==> config.mk <==
export PLATFORM = sky130hd
export DESIGN_NAME = golay_24_12_soft_decoder_flat
export DESIGN_NICKNAME = d
export VERILOG_FILES = /design/src/rtl/core/gsd_pkg.sv /design/src/rtl/core/gsd_req_if.sv /design/src/rtl/core/gsd_rsp_if.sv /design/src/rtl/core/gsd_cell.sv /design/src/rtl/core/gsd_select.sv /design/src/rtl/core/golay_24_12_soft_decoder.sv /design/src/flat_wrapper.sv
export SDC_FILE = /design/constraint.sdc
export NUM_CORES = 2
export LEC_CHECK = 0
export BUFFER_PORTS_ARGS = -buffer_cell sky130_fd_sc_hd__buf_2
export CAP_MARGIN = 10
export CORE_MARGIN = 2
export CORE_UTILIZATION = 30
export CTS_CLUSTER_DIAMETER = 40
export DETAILED_ROUTE_END_ITERATION = 12
export GPL_ROUTABILITY_DRIVEN = 1
export PLACE_DENSITY = 0.53
export SYNTH_ARGS = -nofsm -noshare
export SYNTH_HDL_FRONTEND = slang
export SYNTH_SLANG_ARGS = --single-unit
==> constraint.sdc <==
create_clock -name clock -period 9.9 [get_ports clock]
set_input_delay 1.98 -clock clock [delete_from_list [all_inputs] [get_ports clock]]
set_output_delay 1.98 -clock clock [all_outputs]
set_load 0.005 [all_outputs]
==> src/rtl/core/gsd_pkg.sv <==
package gsd_pkg;

   localparam int DATA_WIDTH     = 12;
   localparam int CHECK_WIDTH    = 11;
   localparam int REM_WIDTH      = DATA_WIDTH + CHECK_WIDTH;
   localparam int WORD_BITS      = 24;
   localparam int FLIP_WIDTH     = 5;
   localparam int SUM_GROWTH     = 5;
   localparam int SOFT_WIDTH_DEF = 8;

   localparam logic [DATA_WIDTH-1:0] POLY_RESET = 12'd3189;
   localparam logic [DATA_WIDTH-1:0] DATA_MASK  = 12'hFFF;

   // one candidate codeword in flight along the cell row
   typedef struct packed {
      logic                  valid;
      logic [DATA_WIDTH-1:0] data;
      logic [REM_WIDTH-1:0]  rem;
      logic                  parity;
      logic [FLIP_WIDTH-1:0] flips;
   } cand_type;

endpackage

==> src/rtl/core/gsd_req_if.sv <==
interface gsd_req_if
   import gsd_pkg::*;
#(
   parameter int SOFT_WIDTH = SOFT_WIDTH_DEF
) ();
   logic                         valid;
   logic                         ready;
   logic signed [SOFT_WIDTH-1:0] soft_value;

   modport source (output valid, output soft_value, input ready);
   modport sink   (input valid, input soft_value, output ready);
endinterface

==> src/rtl/core/gsd_rsp_if.sv <==
interface gsd_rsp_if
   import gsd_pkg::*;
();
   logic                  valid;
   logic                  ready;
   logic [DATA_WIDTH-1:0] decoded_data;
   logic [FLIP_WIDTH-1:0] flip_count;

   modport source (output valid, output decoded_data, output flip_count, input ready);
   modport sink   (input valid, input decoded_data, input flip_count, output ready);
endinterface

==> src/rtl/core/gsd_cell.sv <==
module gsd_cell
   import gsd_pkg::*;
#(
   parameter int SOFT_WIDTH = SOFT_WIDTH_DEF,
   parameter int POS        = 0
) (
   input  logic                                  clock,
   input  logic                                  reset,
   input  logic                                  load_en,
   input  logic signed [SOFT_WIDTH-1:0]          soft_in,
   output logic signed [SOFT_WIDTH-1:0]          soft_out,
   input  logic [DATA_WIDTH-1:0]                 poly,
   input  cand_type                              cand_in,
   input  logic signed [SOFT_WIDTH+SUM_GROWTH-1:0] sum_in,
   output cand_type                              cand_out,
   output logic signed [SOFT_WIDTH+SUM_GROWTH-1:0] sum_out
);

   localparam int SUM_WIDTH = SOFT_WIDTH + SUM_GROWTH;

   logic signed [SOFT_WIDTH-1:0] soft_ff;
   logic                         code_bit;
   logic                         hard_bit;
   logic [REM_WIDTH-1:0]         rem_in;
   cand_type                     cand_nxt_in;
   cand_type                     cand_ff;
   logic signed [SUM_WIDTH-1:0]  sum_nxt_in;
   logic signed [SUM_WIDTH-1:0]  sum_ff;

   always_ff @(posedge clock) begin
      if (load_en) begin
         soft_ff <= soft_in;
      end
   end

   assign soft_out = soft_ff;
   assign hard_bit = soft_ff[SOFT_WIDTH-1];

   generate
      if (POS < DATA_WIDTH) begin : g_data
         localparam int SHIFT = CHECK_WIDTH - POS;
         logic [REM_WIDTH-1:0] poly_shift;
         assign poly_shift = {{(REM_WIDTH-DATA_WIDTH){1'b0}}, poly} << SHIFT;
         assign code_bit   = cand_in.data[DATA_WIDTH-1-POS];
         // one long-division step at this bit position
         assign rem_in     = cand_in.rem[REM_WIDTH-1-POS] ? (cand_in.rem ^ poly_shift)
                                                          : cand_in.rem;
      end else if (POS < WORD_BITS - 1) begin : g_check
         assign code_bit = cand_in.rem[REM_WIDTH-1-POS];
         assign rem_in   = cand_in.rem;
      end else begin : g_parity
         assign code_bit = cand_in.parity;
         assign rem_in   = cand_in.rem;
      end
   endgenerate

   always_comb begin
      cand_nxt_in        = cand_in;
      cand_nxt_in.rem    = rem_in;
      cand_nxt_in.parity = cand_in.parity ^ code_bit;
      cand_nxt_in.flips  = cand_in.flips + FLIP_WIDTH'(code_bit ^ hard_bit);
      sum_nxt_in         = code_bit ? (sum_in + SUM_WIDTH'(soft_ff)) : sum_in;
   end

   always_ff @(posedge clock) begin
      if (reset) begin
         cand_ff.valid <= 1'b0;
      end else begin
         cand_ff.valid <= cand_nxt_in.valid;
      end
      cand_ff.data   <= cand_nxt_in.data;
      cand_ff.rem    <= cand_nxt_in.rem;
      cand_ff.parity <= cand_nxt_in.parity;
      cand_ff.flips  <= cand_nxt_in.flips;
      sum_ff         <= sum_nxt_in;
   end

   assign cand_out = cand_ff;
   assign sum_out  = sum_ff;

endmodule

==> src/rtl/core/gsd_select.sv <==
module gsd_select
   import gsd_pkg::*;
#(
   parameter int SOFT_WIDTH = SOFT_WIDTH_DEF
) (
   input  logic                                    clock,
   input  logic                                    reset,
   input  cand_type                                tail,
   input  logic signed [SOFT_WIDTH+SUM_GROWTH-1:0] tail_sum,
   output logic                                    pending,
   gsd_rsp_if.source                               rsp_chan
);

   localparam int SUM_WIDTH = SOFT_WIDTH + SUM_GROWTH;

   logic signed [SUM_WIDTH-1:0] best_sum_ff;
   logic [DATA_WIDTH-1:0]       best_data_ff;
   logic [FLIP_WIDTH-1:0]       best_flips_ff;
   logic                        pending_ff;
   logic                        pending_in;
   logic                        rsp_valid_ff;
   logic                        rsp_valid_in;
   logic [DATA_WIDTH-1:0]       rsp_data_ff;
   logic [FLIP_WIDTH-1:0]       rsp_flips_ff;
   logic                        take;
   logic                        commit;

   // strict compare: on a tie the earlier (lower) data value stays
   assign take   = tail.valid && ((tail.data == '0) || (tail_sum < best_sum_ff));
   assign commit = pending_ff && (!rsp_valid_ff || rsp_chan.ready);

   always_ff @(posedge clock) begin
      if (take) begin
         best_sum_ff   <= tail_sum;
         best_data_ff  <= tail.data;
         best_flips_ff <= tail.flips;
      end
      if (commit) begin
         rsp_data_ff  <= best_data_ff;
         rsp_flips_ff <= best_flips_ff;
      end
   end

   always_comb begin
      pending_in = pending_ff;
      if (commit) begin
         pending_in = 1'b0;
      end
      if (tail.valid && (tail.data == DATA_MASK)) begin
         pending_in = 1'b1;
      end
      rsp_valid_in = rsp_valid_ff;
      if (commit) begin
         rsp_valid_in = 1'b1;
      end else if (rsp_chan.ready) begin
         rsp_valid_in = 1'b0;
      end
   end

   always_ff @(posedge clock) begin
      if (reset) begin
         pending_ff   <= 1'b0;
         rsp_valid_ff <= 1'b0;
      end else begin
         pending_ff   <= pending_in;
         rsp_valid_ff <= rsp_valid_in;
      end
   end

   assign pending               = pending_ff;
   assign rsp_chan.valid        = rsp_valid_ff;
   assign rsp_chan.decoded_data = rsp_data_ff;
   assign rsp_chan.flip_count   = rsp_flips_ff;

endmodule

==> src/rtl/core/golay_24_12_soft_decoder.sv <==
// Soft-decision ML decoder for the extended (24,12) Golay code.
// req_chan carries one signed soft value per transfer, first code bit first;
// positive leans to 0. Every 24 values form one codeword; the 24th
// starts a search over all 4096 codewords. rsp_chan then carries the
// decoded 12 data bits and the count of bits that differ from the hard
// decisions. csr_write_en/csr_write_data load the generator polynomial.
// Values 1 to 23 of a word are taken one per cycle. The search feeds one
// candidate per cycle into a row of 24 cells, each holding one soft value;
// the row adds up the metric as the candidate walks through it. The
// selector keeps the lowest sum; once the last candidate has left the
// row, the best result moves into the output register when that is free
// and rsp_chan.valid rises. Reset clears the word position, empties the
// row and drops any result; the polynomial returns to 0xC75. While a
// result waits on a stalled receiver the next word is still loaded;
// its search starts once the waiting result is in the output register.
module golay_24_12_soft_decoder
   import gsd_pkg::*;
#(
   parameter int SOFT_WIDTH = SOFT_WIDTH_DEF
) (
   input  logic                  clock,
   input  logic                  reset,
   gsd_req_if.sink               req_chan,
   gsd_rsp_if.source             rsp_chan,
   input  logic                  csr_write_en,
   input  logic [DATA_WIDTH-1:0] csr_write_data
);

   localparam int SUM_WIDTH = SOFT_WIDTH + SUM_GROWTH;
   localparam int CNT_WIDTH = $clog2(WORD_BITS);

   localparam logic [1:0] ST_LOAD   = 2'd0;
   localparam logic [1:0] ST_START  = 2'd1;
   localparam logic [1:0] ST_SEARCH = 2'd2;
   localparam logic [1:0] ST_DRAIN  = 2'd3;

   logic [1:0]                  state_ff;
   logic [1:0]                  state_in;
   logic [CNT_WIDTH-1:0]        value_cnt_ff;
   logic [CNT_WIDTH-1:0]        value_cnt_in;
   logic [DATA_WIDTH-1:0]       cand_ctr_ff;
   logic [DATA_WIDTH-1:0]       cand_ctr_in;
   logic [DATA_WIDTH-1:0]       poly_ff;
   logic                        accept;
   logic                        sel_pending;
   logic                        tail_last;

   cand_type                    chain [0:WORD_BITS];
   logic signed [SUM_WIDTH-1:0] sums  [0:WORD_BITS];
   logic signed [SOFT_WIDTH-1:0] soft_link [0:WORD_BITS-1];

   assign req_chan.ready = (state_ff == ST_LOAD);
   assign accept         = req_chan.valid && req_chan.ready;
   assign tail_last      = chain[WORD_BITS].valid && (chain[WORD_BITS].data == DATA_MASK);

   always_ff @(posedge clock) begin
      if (reset) begin
         poly_ff <= POLY_RESET;
      end else if (csr_write_en) begin
         poly_ff <= csr_write_data;
      end
   end

   always_comb begin
      state_in     = state_ff;
      value_cnt_in = value_cnt_ff;
      cand_ctr_in  = cand_ctr_ff;
      unique case (state_ff)
         ST_LOAD: begin
            if (accept) begin
               if (value_cnt_ff == CNT_WIDTH'(WORD_BITS - 1)) begin
                  value_cnt_in = '0;
                  state_in     = ST_START;
               end else begin
                  value_cnt_in = value_cnt_ff + CNT_WIDTH'(1);
               end
            end
         end
         ST_START: begin
            if (!sel_pending) begin
               cand_ctr_in = '0;
               state_in    = ST_SEARCH;
            end
         end
         ST_SEARCH: begin
            cand_ctr_in = cand_ctr_ff + DATA_WIDTH'(1);
            if (cand_ctr_ff == DATA_MASK) begin
               state_in = ST_DRAIN;
            end
         end
         ST_DRAIN: begin
            if (tail_last) begin
               state_in = ST_LOAD;
            end
         end
         default: begin
            state_in = ST_LOAD;
         end
      endcase
   end

   always_ff @(posedge clock) begin
      if (reset) begin
         state_ff     <= ST_LOAD;
         value_cnt_ff <= '0;
      end else begin
         state_ff     <= state_in;
         value_cnt_ff <= value_cnt_in;
      end
   end

   always_ff @(posedge clock) begin
      cand_ctr_ff <= cand_ctr_in;
   end

   assign chain[0] = '{valid:  (state_ff == ST_SEARCH),
                       data:   cand_ctr_ff,
                       rem:    {cand_ctr_ff, {CHECK_WIDTH{1'b0}}},
                       parity: 1'b0,
                       flips:  '0};
   assign sums[0]  = '0;

   generate
      for (genvar i = 0; i < WORD_BITS; i++) begin : g_cell
         logic signed [SOFT_WIDTH-1:0] soft_in;
         if (i == WORD_BITS - 1) begin : g_head
            assign soft_in = req_chan.soft_value;
         end else begin : g_link
            assign soft_in = soft_link[i+1];
         end
         gsd_cell #(
            .SOFT_WIDTH (SOFT_WIDTH),
            .POS        (i)
         ) u_cell (
            .clock    (clock),
            .reset    (reset),
            .load_en  (accept),
            .soft_in  (soft_in),
            .soft_out (soft_link[i]),
            .poly     (poly_ff),
            .cand_in  (chain[i]),
            .sum_in   (sums[i]),
            .cand_out (chain[i+1]),
            .sum_out  (sums[i+1])
         );
      end
   endgenerate

   gsd_select #(
      .SOFT_WIDTH (SOFT_WIDTH)
   ) u_select (
      .clock    (clock),
      .reset    (reset),
      .tail     (chain[WORD_BITS]),
      .tail_sum (sums[WORD_BITS]),
      .pending  (sel_pending),
      .rsp_chan (rsp_chan)
   );

`ifndef SYNTH
   a_search_no_pending: assert property (@(posedge clock) disable iff (reset)
      (state_ff == ST_SEARCH) |-> !sel_pending)
      else $error("search running while a result is pending");

   a_search_ends: assert property (@(posedge clock) disable iff (reset)
      (state_ff == ST_SEARCH && cand_ctr_ff == DATA_MASK) |=> (state_ff == ST_DRAIN))
      else $error("search did not stop after the last candidate");

   a_tail_in_search: assert property (@(posedge clock) disable iff (reset)
      chain[WORD_BITS].valid |-> (state_ff == ST_SEARCH || state_ff == ST_DRAIN))
      else $error("candidate left the row outside a search");

   a_value_cnt_range: assert property (@(posedge clock) disable iff (reset)
      value_cnt_ff < CNT_WIDTH'(WORD_BITS))
      else $error("word position out of range");

   a_rsp_from_pending: assert property (@(posedge clock) disable iff (reset)
      $rose(rsp_chan.valid) |-> $past(sel_pending))
      else $error("result shown without a finished search");
`endif

endmodule
==> src/flat_wrapper.sv <==
// flat-port wrapper written by rule: the top's interface ports become plain ports
module golay_24_12_soft_decoder_flat import gsd_pkg::*;
#(
   parameter int SOFT_WIDTH = SOFT_WIDTH_DEF
)
  (clock, reset, csr_write_en, csr_write_data, req_chan_valid, req_chan_soft_value, req_chan_ready, rsp_chan_valid, rsp_chan_decoded_data, rsp_chan_flip_count, rsp_chan_ready);
  gsd_req_if #(.SOFT_WIDTH(SOFT_WIDTH)) req_chan_i ();
  gsd_rsp_if rsp_chan_i ();
  input  logic clock;
  input  logic reset;
  input  logic csr_write_en;
  input  logic [DATA_WIDTH-1:0] csr_write_data;
  input wire logic [$bits(req_chan_i.valid)-1:0] req_chan_valid;
  input wire logic [$bits(req_chan_i.soft_value)-1:0] req_chan_soft_value;
  output wire logic [$bits(req_chan_i.ready)-1:0] req_chan_ready;
  output wire logic [$bits(rsp_chan_i.valid)-1:0] rsp_chan_valid;
  output wire logic [$bits(rsp_chan_i.decoded_data)-1:0] rsp_chan_decoded_data;
  output wire logic [$bits(rsp_chan_i.flip_count)-1:0] rsp_chan_flip_count;
  input wire logic [$bits(rsp_chan_i.ready)-1:0] rsp_chan_ready;
  assign req_chan_i.valid = req_chan_valid;
  assign req_chan_i.soft_value = req_chan_soft_value;
  assign req_chan_ready = req_chan_i.ready;
  assign rsp_chan_valid = rsp_chan_i.valid;
  assign rsp_chan_decoded_data = rsp_chan_i.decoded_data;
  assign rsp_chan_flip_count = rsp_chan_i.flip_count;
  assign rsp_chan_i.ready = rsp_chan_ready;
  golay_24_12_soft_decoder #(.SOFT_WIDTH(SOFT_WIDTH)) u_core (.clock(clock), .reset(reset), .req_chan(req_chan_i), .rsp_chan(rsp_chan_i), .csr_write_en(csr_write_en), .csr_write_data(csr_write_data));
endmodule
**Word level (Yosys, flattened, before mapping)**

Cells that the tools add are included.

- Bits in latches: 0
- Output and inout port bits: 19
- Flip-flop bits (word level): 1,282
- Bits of input ports: 25
- Bits in read-only memories: 0
- Memories kept: 0
- Word-level logic and storage cells: 358
- RAM bits: 0

- Magnitude comparators: 1
- Divide/modulo/power cells: 0
- Reduce and logical (&&, ||, !) cells: 15
- Multiplexer cells: 48
- Shift-type cells: 0
- $mul: 0
- Add/subtract/negate cells: 48
- Equal/unequal tests: 11
- Bitwise gates (word level): 58

Operator list:

| kind | count |
|---|---|
| two-way mux 13 bit | 24 |
| adder 13 x 8 -> 13 bit | 22 |
| adder 5 x 1 -> 5 bit | 22 |
| XOR 1 bit | 46 |
| == test 12 bit, second input constant | 2 |
| two-way mux 12 bit | 2 |
| case mux 12 bit (2 select lines) | 1 |
| two-way mux 22 bit | 1 |
| XOR 22 bit | 1 |
| two-way mux 21 bit | 1 |
| XOR 21 bit | 1 |
| two-way mux 20 bit | 1 |
| XOR 20 bit | 1 |
| two-way mux 19 bit | 1 |
| XOR 19 bit | 1 |
| two-way mux 18 bit | 1 |
| XOR 18 bit | 1 |
| two-way mux 17 bit | 1 |
| XOR 17 bit | 1 |
| two-way mux 16 bit | 1 |
| XOR 16 bit | 1 |
| two-way mux 15 bit | 1 |
| XOR 15 bit | 1 |
| two-way mux 14 bit | 1 |
| 27 further kinds | 45 |

**Logic depth before layout (Yosys ltp)**

- Depth in word-level cells: 5
- Depth in mapped cells: 8
- Depth with buffers taken out: 8

**Modules after synthesis**

Synthesis repeated with hierarchy kept, for this count alone.

- Cell total of the unflattened synthesis: 4,563
- Area, all modules: 56,889.6 µm²

Modules (own cells, without submodules):

| module | instances | cells each | sequential area each (µm²) | area each (µm²) |
|---|---|---|---|---|
| gsd_cell (u_core.g_cell[12].u_cell ...) | 11 | 169 | 1,341.3 | 2,160.8 |
| gsd_cell (u_core.g_cell[10].u_cell ...) | 5 | 193 | 1,341.3 | 2,303.5 |
| gsd_cell (u_core.g_cell[4].u_cell ...) | 5 | 187 | 1,341.3 | 2,302.2 |
| gsd_cell (u_core.g_cell[0].u_cell) | 1 | 193 | 1,341.3 | 2,308.5 |
| gsd_cell (u_core.g_cell[9].u_cell) | 1 | 187 | 1,341.3 | 2,298.5 |
| gsd_cell (u_core.g_cell[23].u_cell) | 1 | 169 | 1,321.3 | 2,143.3 |
| gsd_select | 1 | 110 | 1,451.4 | 1,863.0 |
| golay_24_12_soft_decoder | 1 | 145 | 740.7 | 1,478.9 |

**Worst setup path before layout**

No wires, ideal clock.

- Path kind: input-to-reg
- Start: in req_chan_valid
- End: reg u_core.value_cnt_ff[3]
- Required time: 9,830 ps
- Buffers on the path: 0
- Stages: 5
- Slack: 3,030 ps
- Library setup time: 70 ps
- Arrival: 6,800 ps
- Cells stage by stage: nand2_1 -> inv_1 -> nand4_1 -> or3_1 -> a21oi_1

- Longest elaborated chain between the ends: 2

Ends and longest elaborated chain:

| item | RTL line | text |
|---|---|---|
| start: declaration | flat_wrapper.sv:13 | `input wire logic [$bits(req_chan_i.valid)-1:0] req_chan_valid;` |
| logical AND 1 bit | golay_24_12_soft_decoder.sv:53 | `assign accept = req_chan.valid && req_chan.ready;` |
| via u_core.accept | golay_24_12_soft_decoder.sv:44 | `logic accept;` |
| AND reduction 2 bit (no line) | n/a |  |
| end signal: assignment | golay_24_12_soft_decoder.sv:108 | `value_cnt_ff <= value_cnt_in;` |
| end: declaration | golay_24_12_soft_decoder.sv:39 | `logic [CNT_WIDTH-1:0] value_cnt_ff;` |

The timed path passes the listed nets, and every way through them passes these cells.
A chain may end at the register's enable or synchronous reset.

**Worst setup path in the final report**

- Start: reg u_core.state_ff[0]
- End: out req_chan_ready

- Longest elaborated chain between the ends: 1

Ends and longest elaborated chain:

| item | RTL line | text |
|---|---|---|
| start: declaration | golay_24_12_soft_decoder.sv:37 | `logic [1:0] state_ff;` |
| start signal: assignment | golay_24_12_soft_decoder.sv:107 | `state_ff <= state_in;` |
| logical NOT 2 bit | golay_24_12_soft_decoder.sv:52 | `assign req_chan.ready = (state_ff == ST_LOAD);` |
| end: declaration | flat_wrapper.sv:15 | `output wire logic [$bits(req_chan_i.ready)-1:0] req_chan_ready;` |

No other way between the ends.

==> flow_metrics.env <==
export IMPL_setup_viol=0
export IMPL_yosysTopAreaCell="dfxtp_1"
export IMPL_syn_num_nets=4659
export IMPL_die_w_um=403
export IMPL_hold_viol=0
export IMPL_final_period_utilization_pct=36.1
export IMPL_gp_congestion=0.804
export IMPL_detailedRoute_firstIterationViolations=1516
export IMPL_root_buffer="clkbuf_16"
export IMPL_drc=0
export IMPL_place_area_um2=50300
export IMPL_synth_flop_cell="dfxtp_1"
export IMPL_hold_buffers=0
export IMPL_place_hpwl_mm=61.4
export IMPL_synth_top_area_share_pct=40.1
export IMPL_dr_pass1_iters=6
export IMPL_grt_pass1_vias=30100
export IMPL_vias=30500
export IMPL_wirelength_mm=90.8
export IMPL_synth_most_common_cell="dfxtp_1"
export IMPL_r2r_start="u_core.g_cell[4].u_cell.soft_out[0]"
export IMPL_synthTopCellsByArea="dfxtp_1 (40%), edfxtp_1 (16%), ha_1 (8.7%)"
export IMPL_die_area_um2=162000
export IMPL_cts_resized=0
export IMPL_fmax_ghz=0.279
export IMPL_synth_common_cells="dfxtp_1 (954), nand2_1 (340), nor2_1 (340)"
export IMPL_reg2reg_depth=7
export IMPL_h_tree_depth=4
export IMPL_ys_warnings_count=0
export IMPL_antenna_left=0
export IMPL_startpoint_type="register"
export IMPL_power_density_nw_per_um2=375
export IMPL_p_leak_nw=22.0
export IMPL_initial_core_util_pct=30.2
export IMPL_max_stage_delay_ns=0.36
export IMPL_finalNonFillerCells=6602
export IMPL_regToRegSetupSlack_ns=7.13
export IMPL_layout_setup_ws_ns=6.32
export IMPL_num_rows=146
export IMPL_crit_arrival_ns=1.60
export IMPL_overflow=0
export IMPL_crit_slowest_cell="dfxtp_1"
export IMPL_drv_cap=0
export IMPL_place_port_buffers=42
export IMPL_cts_inserted_buffers=155
export IMPL_status="finished, final reports clean"
export IMPL_drive_above_1_share_pct=10.9
export IMPL_hp_class="register to register"
export IMPL_ir_worst_vdd_uv=195
export IMPL_insertion_delay_ns=0.77
export IMPL_nets=4785
export IMPL_vias_per_cell=4.62
export IMPL_clock_sinks=1205
export IMPL_cp_end_kind="primary output"
export IMPL_die_h_um=403
export IMPL_final_util_pct=35.1
export IMPL_seq_area_frac_synth_pct=55.9
export IMPL_syn_to_final_growth_pct=16.3
export IMPL_path_class="register to primary output"
export IMPL_r2r_end="u_core.g_cell[4].u_cell.sum_out[12]"
export IMPL_synth_edf_count=251
export IMPL_avgSynthCellArea_um2=11.1
export IMPL_antenna_cells=0
export IMPL_cts_tree="yes"
export IMPL_synth_cell_types=60
export IMPL_antenna_found_initial=1
export IMPL_clk_path_buf_depth=3
export IMPL_syn_area_um2=47700
export IMPL_tns_ns=0
export IMPL_core_area_um2=158000
export IMPL_slew_headroom_pct=36.8
export IMPL_rsz0062_at_grt="no"
export IMPL_finalCriticalPeriod_ns=3.58
export IMPL_slew_viol_final=0
export IMPL_dp_cells=6320
export IMPL_pin_count=44
export IMPL_netlist_instances=4279
export IMPL_crit_chain="inv_1, ha_1, buf_2"
export IMPL_crit_required_ns=7.92
export IMPL_synth_seq_cells=1205
export IMPL_avgRoutedWirePerCell_um=13.8
export IMPL_grt_start_max_net_pins=107
export IMPL_min_from="u_core.g_cell[11].u_cell.cand_out[32]"
export IMPL_path_max_fanout=4
export IMPL_finalInstanceArea_um2=55400
export IMPL_clkTransAtPathRegs_ns=0.06
export IMPL_place_ws_ns=5.71
export IMPL_hold_ws_ns=0.308
export IMPL_cts_setup_buffers=0
export IMPL_grtUsageTotal_pct=11.2
export IMPL_finalPower_mw=20.8
export IMPL_finClkSkew_ns=0.0324
export IMPL_whs_path_depth=0
export IMPL_async_reset_ff_share_pct=0
export IMPL_worstMarginPinSlew_ns=0.947
export IMPL_whs_endpoint="u_core.g_cell[12].u_cell.cand_out[32]"
export IMPL_grt_pass1_wl_mm=150
flip-flops by register name, indices dropped and copies added, names as in the netlist:
signal	flops
u_core.value_cnt_ff	5
u_core.g_cell.u_cell.soft_out	192
u_core.u_select.best_sum_ff	13
u_core.u_select.pending	1
u_core.u_select.rsp_chan.flip_count	5
u_core.cand_ctr_ff	12
u_core.u_select.best_flips_ff	5
u_core.u_select.best_data_ff	12
u_core.u_select.rsp_chan.valid	1
u_core.g_cell.u_cell.cand_out	631
u_core.poly_ff	11
u_core.state_ff	2
u_core.u_select.rsp_chan.decoded_data	12
u_core.g_cell.u_cell.sum_out	303
placed cells by master (no fill, tap or decap), types with 42 or more instances in the layout:
master / instances
dfxtp_1: 954
nand2_1: 340
nor2_1: 340
ha_1: 332
o21ai_0: 258
edfxtp_1: 251
xnor2_1: 219
a21oi_1: 210
clkbuf_16: 164
mux2_2: 139
inv_1: 120
xor2_1: 94
nor2b_1: 90
a211oi_1: 90
nor3_1: 83
nand3_1: 73
a21o_1: 62
o21bai_1: 42
buf_2: 42
report_power, final:
part / switching, mW / total [mW] / internal (mW)
Combinational: 3.94 / 7.34 / 3.40
Clock: 2.19 / 5.47 / 3.28
Sequential: 1.07 / 7.97 / 6.90
worst max-delay path by stage:
stage                                   from                              endpoint  slack [ns]  cells after the start
after floorplan               req_chan_valid                u_core.value_cnt_ff[3]        3.03                      5
after global placement        req_chan_valid  u_core.g_cell[23].u_cell.soft_out[5]        5.79                      4
after detailed placement      req_chan_valid  u_core.g_cell[23].u_cell.soft_out[4]        5.71                      4
after CTS                 u_core.state_ff[0]                        req_chan_ready        6.24                      3
after global routing      u_core.state_ff[0]                        req_chan_ready        6.20                      3
final                     u_core.state_ff[0]                        req_chan_ready        6.32                      3
critical path: cells and delay by family, from the launching register on:
family	cells	cell delay, ns
flops	1	0.36
buf+inv	2	0.23
fa+ha+maj	1	0.24
final cells by class:
cell class / count / area (um^2)
Timing Repair Buffer: 65 / 387
Tap cell: 2072 / 2590
Inverter: 121 / 462
Fill cell: 15500 / 103000
Sequential cell: 1205 / 26600
Multi-Input combinational cell: 2857 / 20200
Clock inverter: 82 / 724
Clock buffer: 200 / 4420
cell families after synthesis:
| group | synth area share [%] |
|---|---|
| muxes | 3.51 |
| DFF | 55.9 |
| AOI/OAI and AO/OA | 12.8 |
| and+or+nand+nor | 10.7 |
| buffers and inverters | 1.71 |
| xor gates and xnor gates | 5.75 |
| adders and majority gates | 9.68 |
routing by layer:
metal,GRT usage [%],part of all wire (%)
met5,0,0
met4,4.73,2.7
met3,2.17,4.0
met2,18.1,45
met1,14.7,49
No activity file was read; power rests on OpenSTA's default activity.
